$ cat src/hw/rtl/depq_pkg.sv
`timescale 1ns / 1ps
// ----------------------------------------------------------------------------
// depq_pkg - shared types and constants
// Entry, cell control, request and response types, action and status codes,
// and sizes for the sorted priority queue.
// ----------------------------------------------------------------------------
package depq_pkg;

    localparam int DEPTH = 16;
    localparam int CNT_W = $clog2(DEPTH + 1);
    localparam int IDX_W = $clog2(DEPTH);

    localparam logic [1:0] ACT_INSERT   = 2'd0;
    localparam logic [1:0] ACT_REM_HIGH = 2'd1;
    localparam logic [1:0] ACT_REM_LOW  = 2'd2;

    localparam logic [1:0] ST_DONE  = 2'd0;
    localparam logic [1:0] ST_EMPTY = 2'd1;
    localparam logic [1:0] ST_FULL  = 2'd2;

    typedef struct packed {
        logic signed [31:0] pri;
        logic signed [31:0] elem;
    } t_entry;

    typedef struct packed {
        logic        ins;
        logic        pull;
        logic        occ;
    } t_cell_ctl;

    typedef struct packed {
        logic [1:0]         action;
        logic signed [31:0] element_in;
        logic signed [31:0] priority_in;
    } t_req;

    typedef struct packed {
        logic [1:0]         status;
        logic signed [31:0] element_out;
        logic               queue_empty;
    } t_rsp;

endpackage

$ cat src/hw/rtl/depq_cell.sv
`timescale 1ns / 1ps
// ----------------------------------------------------------------------------
// depq_cell - one slot of the sorted chain
// Holds one entry, compares it with the incoming priority and takes the new
// entry, its left neighbour or its right neighbour as the request demands.
// ----------------------------------------------------------------------------
module depq_cell (
    input  logic             i_clk,
    input  depq_pkg::t_cell_ctl i_ctl,
    input  depq_pkg::t_entry i_new,
    input  depq_pkg::t_entry i_left,
    input  logic             i_left_lt,
    input  depq_pkg::t_entry i_right,
    output depq_pkg::t_entry o_entry,
    output logic             o_lt
);
    import depq_pkg::*;

    t_entry r_entry;
    t_entry n_entry;

    assign o_lt    = i_ctl.occ && ($signed(r_entry.pri) < $signed(i_new.pri));
    assign o_entry = r_entry;

    always_comb begin
        n_entry = r_entry;
        if (i_ctl.ins) begin
            if (!o_lt) begin
                n_entry = i_left_lt ? i_new : i_left;
            end
        end else if (i_ctl.pull) begin
            n_entry = i_right;
        end
    end

    always_ff @(posedge i_clk) begin
        r_entry <= n_entry;
    end

endmodule

$ cat src/hw/rtl/double_ended_priority_queue_unit.sv
`timescale 1ns / 1ps
// ----------------------------------------------------------------------------
// double_ended_priority_queue_unit - sorted double-ended priority queue
// Keeps up to DEPTH entries sorted ascending by priority in a chain of cells.
//
// Usage:
//   A request (i_req: action, element, priority) is taken at a rising edge
//   with start high and busy low. Insert places the entry before the first
//   stored entry of greater or equal priority; remove-lowest pops the head,
//   remove-highest pops the tail.
//   Exactly one response (o_rsp: status, element, empty flag) follows, held
//   for one cycle with o_done high, registered at the request edge.
//   Throughput is one request per cycle: every cell compares and shifts in
//   parallel, so busy stays low.
//   The receiver cannot stall; o_done is a one-cycle strobe.
//   Reset clears the entry count and o_done; cell contents are not cleared
//   and are only read below the count.
// ----------------------------------------------------------------------------
module double_ended_priority_queue_unit (
    input  logic           i_clk,
    input  logic           i_rst_n,
    input  logic           start,
    input  depq_pkg::t_req i_req,
    output logic           busy,
    output logic           o_done,
    output depq_pkg::t_rsp o_rsp
);
    import depq_pkg::*;

    logic [CNT_W-1:0] r_count;
    logic [CNT_W-1:0] n_count;
    logic             r_done;
    t_rsp             r_rsp;
    t_rsp             n_rsp;

    logic             w_ins;
    logic             w_pull;
    logic             w_acc;
    logic [IDX_W-1:0] w_tail_idx;
    t_entry           w_new;
    t_entry           w_entry [DEPTH];
    logic             w_lt    [DEPTH];

    assign busy   = 1'b0;
    assign w_acc  = start && !busy;
    assign w_new  = '{pri: i_req.priority_in, elem: i_req.element_in};
    assign w_tail_idx = IDX_W'(r_count - CNT_W'(1));

    always_comb begin
        n_count = r_count;
        w_ins   = 1'b0;
        w_pull  = 1'b0;
        n_rsp   = '{status: ST_DONE, element_out: '0, queue_empty: 1'b0};
        case (i_req.action)
            ACT_INSERT: begin
                if (r_count == CNT_W'(DEPTH)) begin
                    n_rsp.status = ST_FULL;
                end else begin
                    w_ins   = w_acc;
                    n_count = r_count + CNT_W'(1);
                end
            end
            ACT_REM_HIGH: begin
                if (r_count == '0) begin
                    n_rsp.status = ST_EMPTY;
                end else begin
                    n_rsp.element_out = w_entry[w_tail_idx].elem;
                    n_count = r_count - CNT_W'(1);
                end
            end
            default: begin
                if (r_count == '0) begin
                    n_rsp.status = ST_EMPTY;
                end else begin
                    n_rsp.element_out = w_entry[0].elem;
                    w_pull  = w_acc;
                    n_count = r_count - CNT_W'(1);
                end
            end
        endcase
        n_rsp.queue_empty = (n_count == '0);
    end

    for (genvar g = 0; g < DEPTH; g++) begin : g_cell
        t_cell_ctl w_ctl;
        t_entry    w_left;
        t_entry    w_right;
        logic      w_left_lt;

        assign w_ctl = '{ins: w_ins, pull: w_pull, occ: (r_count > CNT_W'(g))};

        if (g == 0) begin : g_head
            assign w_left    = w_new;
            assign w_left_lt = 1'b1;
        end else begin : g_mid
            assign w_left    = w_entry[g-1];
            assign w_left_lt = w_lt[g-1];
        end

        if (g == DEPTH - 1) begin : g_tail
            assign w_right = w_entry[g];
        end else begin : g_body
            assign w_right = w_entry[g+1];
        end

        depq_cell u_cell (
            .i_clk     (i_clk),
            .i_ctl     (w_ctl),
            .i_new     (w_new),
            .i_left    (w_left),
            .i_left_lt (w_left_lt),
            .i_right   (w_right),
            .o_entry   (w_entry[g]),
            .o_lt      (w_lt[g])
        );
    end

    always_ff @(posedge i_clk) begin
        if (!i_rst_n) begin
            r_count <= '0;
            r_done  <= 1'b0;
        end else begin
            r_done <= w_acc;
            if (w_acc) begin
                r_count <= n_count;
            end
        end
    end

    always_ff @(posedge i_clk) begin
        if (w_acc) begin
            r_rsp <= n_rsp;
        end
    end

    assign o_done = r_done;
    assign o_rsp  = r_rsp;

`ifndef SYNTH
    a_count_range: assert property (@(posedge i_clk) disable iff (!i_rst_n)
        r_count <= CNT_W'(DEPTH))
        else $error("entry count beyond depth");

    a_done_follows: assert property (@(posedge i_clk) disable iff (!i_rst_n)
        w_acc |=> o_done)
        else $error("request without response");

    a_no_spurious: assert property (@(posedge i_clk) disable iff (!i_rst_n)
        !w_acc |=> !o_done)
        else $error("response without request");

    a_empty_flag: assert property (@(posedge i_clk) disable iff (!i_rst_n)
        o_done |-> (o_rsp.queue_empty == (r_count == '0)))
        else $error("empty flag disagrees with count");

    a_zero_on_fail: assert property (@(posedge i_clk) disable iff (!i_rst_n)
        (o_done && (o_rsp.status != ST_DONE)) |-> (o_rsp.element_out == '0))
        else $error("element on failed request");
`endif

endmodule
$ cat config.mk
export PLATFORM = sky130hd
export DESIGN_NAME = double_ended_priority_queue_unit
export DESIGN_NICKNAME = d
export VERILOG_FILES = /design/src/hw/rtl/depq_pkg.sv /design/src/hw/rtl/depq_cell.sv /design/src/hw/rtl/double_ended_priority_queue_unit.sv
export SDC_FILE = /design/constraint.sdc
export NUM_CORES = 2
export LEC_CHECK = 0
export ABC_AREA = 1
export BUFFER_PORTS_ARGS = -buffer_cell sky130_fd_sc_hd__buf_2
export CAP_MARGIN = 20
export CORE_MARGIN = 2
export CORE_UTILIZATION = 40
export DETAILED_ROUTE_END_ITERATION = 10
export PLACE_DENSITY = 0.64
export SETUP_SLACK_MARGIN = 0.2
export SLEW_MARGIN = 0
export SYNTH_ARGS = -nofsm -noshare
export SYNTH_HDL_FRONTEND = slang
export SYNTH_SLANG_ARGS = --single-unit
export TNS_END_PERCENT = 100
$ cat constraint.sdc
create_clock -name i_clk -period 8.9 [get_ports i_clk]
set_input_delay 0 -clock i_clk [delete_from_list [all_inputs] [get_ports i_clk]]
set_output_delay 0 -clock i_clk [all_outputs]
set_load 0.1 [all_outputs]
==> impl_metrics.ini <==
[status]
status = finished clean

[sta]
final-setup-viol-count = 0
fin_crit_sh_pct = 62.3
finClkSkew_ns = 0.0895
tightest_slew_ns = 1.24
fmax_ghz = 0.180
fin_crit_ns = 5.54
setup_tns_ns = 0
rsz0062_at_grt = false
slew_headroom_pct = 17.4
slew_violations = 0
finalHoldViolCount = 0

[final_layout]
fin_nets = 10300
stdcell_count = 12100
final_cell_mix = nand2_1 (5,183), inv_1 (1,069), edfxtp_1 (1,059)
final_util_pct = 44.0
layout-drive-gt1-share_pct = 4.39
final_common_cell = nand2_1
syn_to_final_growth_pct = 9.35

[yosys]
avgSynthCellArea_um2 = 7.33
synth_cells = 9813
synth_cell_types = 43
synth_area_um2 = 71900
ys_ff_latch = 1065
syn_nets = 10400
yosys_warnings = 0
synth_seq_area_share_pct = 44.4

[route]
routed.top_layer = met5
post_drt_wl_per_cell_um = 20.7
drc = 0
wl_met1_um = 103000
ant_nets = 0
wl_um = 251000
vias = 66000
via_per_inst = 5.43
drtIter0Drc = 7645
first_pass_iters = 8
met3_length_um = 26100
met2_wirelength_um = 111000

[global_routing]
grt_pass1_wl_um = 377000
grt_max_degree = 216
grt_pass1_vias = 62200
grt.total_usage_pct = 26.5
antenna_found_initial = 7
grt_overflow = 0

[pwr]
ir_drop_mv = 0.187
power-per-cell-area_nw_per_um2 = 200
leakage_nw = 43.5

[clock_network]
cts_tree = yes
cts_num_sinks = 1065
clk_pin_slew_ns = 0.06
htree_levels = 3
cts_made_buffers = 118
clockRootBuffer = clkbuf_16
clock_path_buffers = 3
clk_latency_ns = 0.81

[floorplanning]
die_y_um = 428
pin_count = 106
coreArea_um2 = 179000
die_w_um = 428
rows = 155
start_util_pct = 40.3
die_area_um2 = 183000

[critical_path]
cp_top_family = buffers and inverters
critPathRequiredTime_ns = 9.25
timing.critical_path.buf_inv = 5
critPathArrivalTime_ns = 5.89
end_kind = flip-flop
cp_slowest_cell = dfxtp_4
start_kind = flip-flop
max_stage_delay_ns = 0.89
crit_top_cell = buf_4
worstSetupPathType = flip-flop to flip-flop
path_cells = inv_6, ha_4, nand2_1, inv_2, nand2_2, nand2_2, nor2_4, buf_4, buf_4, nand2_4, nand2_4, buf_4
crit_fanout = 104

[job]
max_cap_violations = 0

[placement]
portBuffers = 104
dpl.cell_count = 11800
place.gp.congestion = 0.905
dpl.hpwl_um = 157000

[hold_path]
hp-class = primary input to flip-flop
## final cells by class
cell class	count	area (um2)
diodes	7	17.5
clock buffers	137	3040
multi-input cells	7151	33800
clock inverters	81	876
flip-flops and latches	1065	31900
fillers	17800	100000
inverters	1078	4060
well taps	2355	2950
repair buffers	267	1970
## state kept, by name, indices dropped and copies added (netlist names)
name,flops
o_done,1
g_cell.u_cell.o_entry,1024
o_rsp,35
r_count,5
## repair_timing
action | CTS | global route
resized for setup | 0 | 0
setup endpoints to repair | 0 | 0
hold buffers | 72 | 0
buffers inserted | 0 | 0
endpoints found under the hold margin | 189 | 0
## final timing paths
path                                           startpoint                                 endpoint  slack [ns]  cells after the start
hold / removal                                  i_req[23]  g_cell[15].u_cell.o_entry[55]$_DFFE_PP_        0.11                      4
setup reg to reg                  r_count[0]$_SDFFE_PN0P_   g_cell[9].u_cell.o_entry[47]$_DFFE_PP_        3.36                     12
setup / recovery                  r_count[0]$_SDFFE_PN0P_   g_cell[9].u_cell.o_entry[47]$_DFFE_PP_        3.36                     12
hold reg to reg   g_cell[15].u_cell.o_entry[50]$_DFFE_PP_  g_cell[14].u_cell.o_entry[50]$_DFFE_PP_        0.53                      2
## synth_stat cells (all sizes together)
master  instances  area [um2]
a21o            1        7.51
dfxtp           6         120
xor2            2        17.5
a211o           1        8.76
ha            501        6270
nor4            6        37.5
o31ai           1        7.51
a21oi         488        2440
a221oi          1        8.76
o211ai         12        90.1
nand2        5215       19600
nand4          95         594
nor2          141         539
o21a           14         105
a41oi           1        8.76
o21bai          4        30.0
nor3           20         100
a22oi           2        15.0
o21ai         389        1950
clkinv          1        3.75
nand3         173         871
nand3b          3        22.5
clkbuf        212         796
nor4b           1        8.76
buf           307        1790
a211oi          1        7.51
and2            2        12.5
inv          1077        4040
o311ai         64         561
edfxtp       1059       31800
conb            1        3.75
a31oi          12        75.1
## layer usage
layer	up-vias	global-route usage, %
li1	30900	-
met1	30800	36.3
met2	3623	41.6
met3	571	3.97
met4	2	11.5
met5	-	0
## power by group
| part | internal (mW) | total, mW | switching [mW] |
|---|---|---|---|
| Clock | 2.86 | 5.12 | 2.27 |
| Sequential | 6.24 | 6.61 | 0.371 |
| Combinational | 1.10 | 4.03 | 2.93 |
| Total | 10.2 | 15.8 | 5.56 |
## cell families after synthesis
family / count (synthesis) / share of synthesized area [%]
AND/OR/NAND/NOR: 5656 / 30.3
other: 1 / 0.00521
AO/OA/AOI/OAI: 991 / 7.39
flip-flops: 1065 / 44.4
adder cells (fa/ha/maj): 501 / 8.72
XOR/XNOR: 2 / 0.0244
buffers and inverters: 1597 / 9.22
## worst reg2reg max path: cells and delay by family (launching register included)
family | cells | cell delay [ns]
buffers and inverters | 5 | 2.30
adders and majority gates | 1 | 0.37
and+or+nand+nor | 6 | 1.48
DFF | 1 | 0.89
## metrics by stage
stage | cell area (um2) | setup slack (ns) | hold WS, ns | power (mW)
floorplan | 71900 | 4.77 | 0.0935 | 9.24
global placement | 74000 | 3.59 | 0.347 | 10.5
detailed placement | 74000 | 3.47 | 0.357 | 10.6
CTS | 78600 | 3.42 | 0.0554 | 15.7
global route | 78600 | 3.21 | 0.131 | 16.4
finish | 78600 | 3.36 | 0.111 | 15.8
Note: power is estimated with default switching activity, not from simulation.
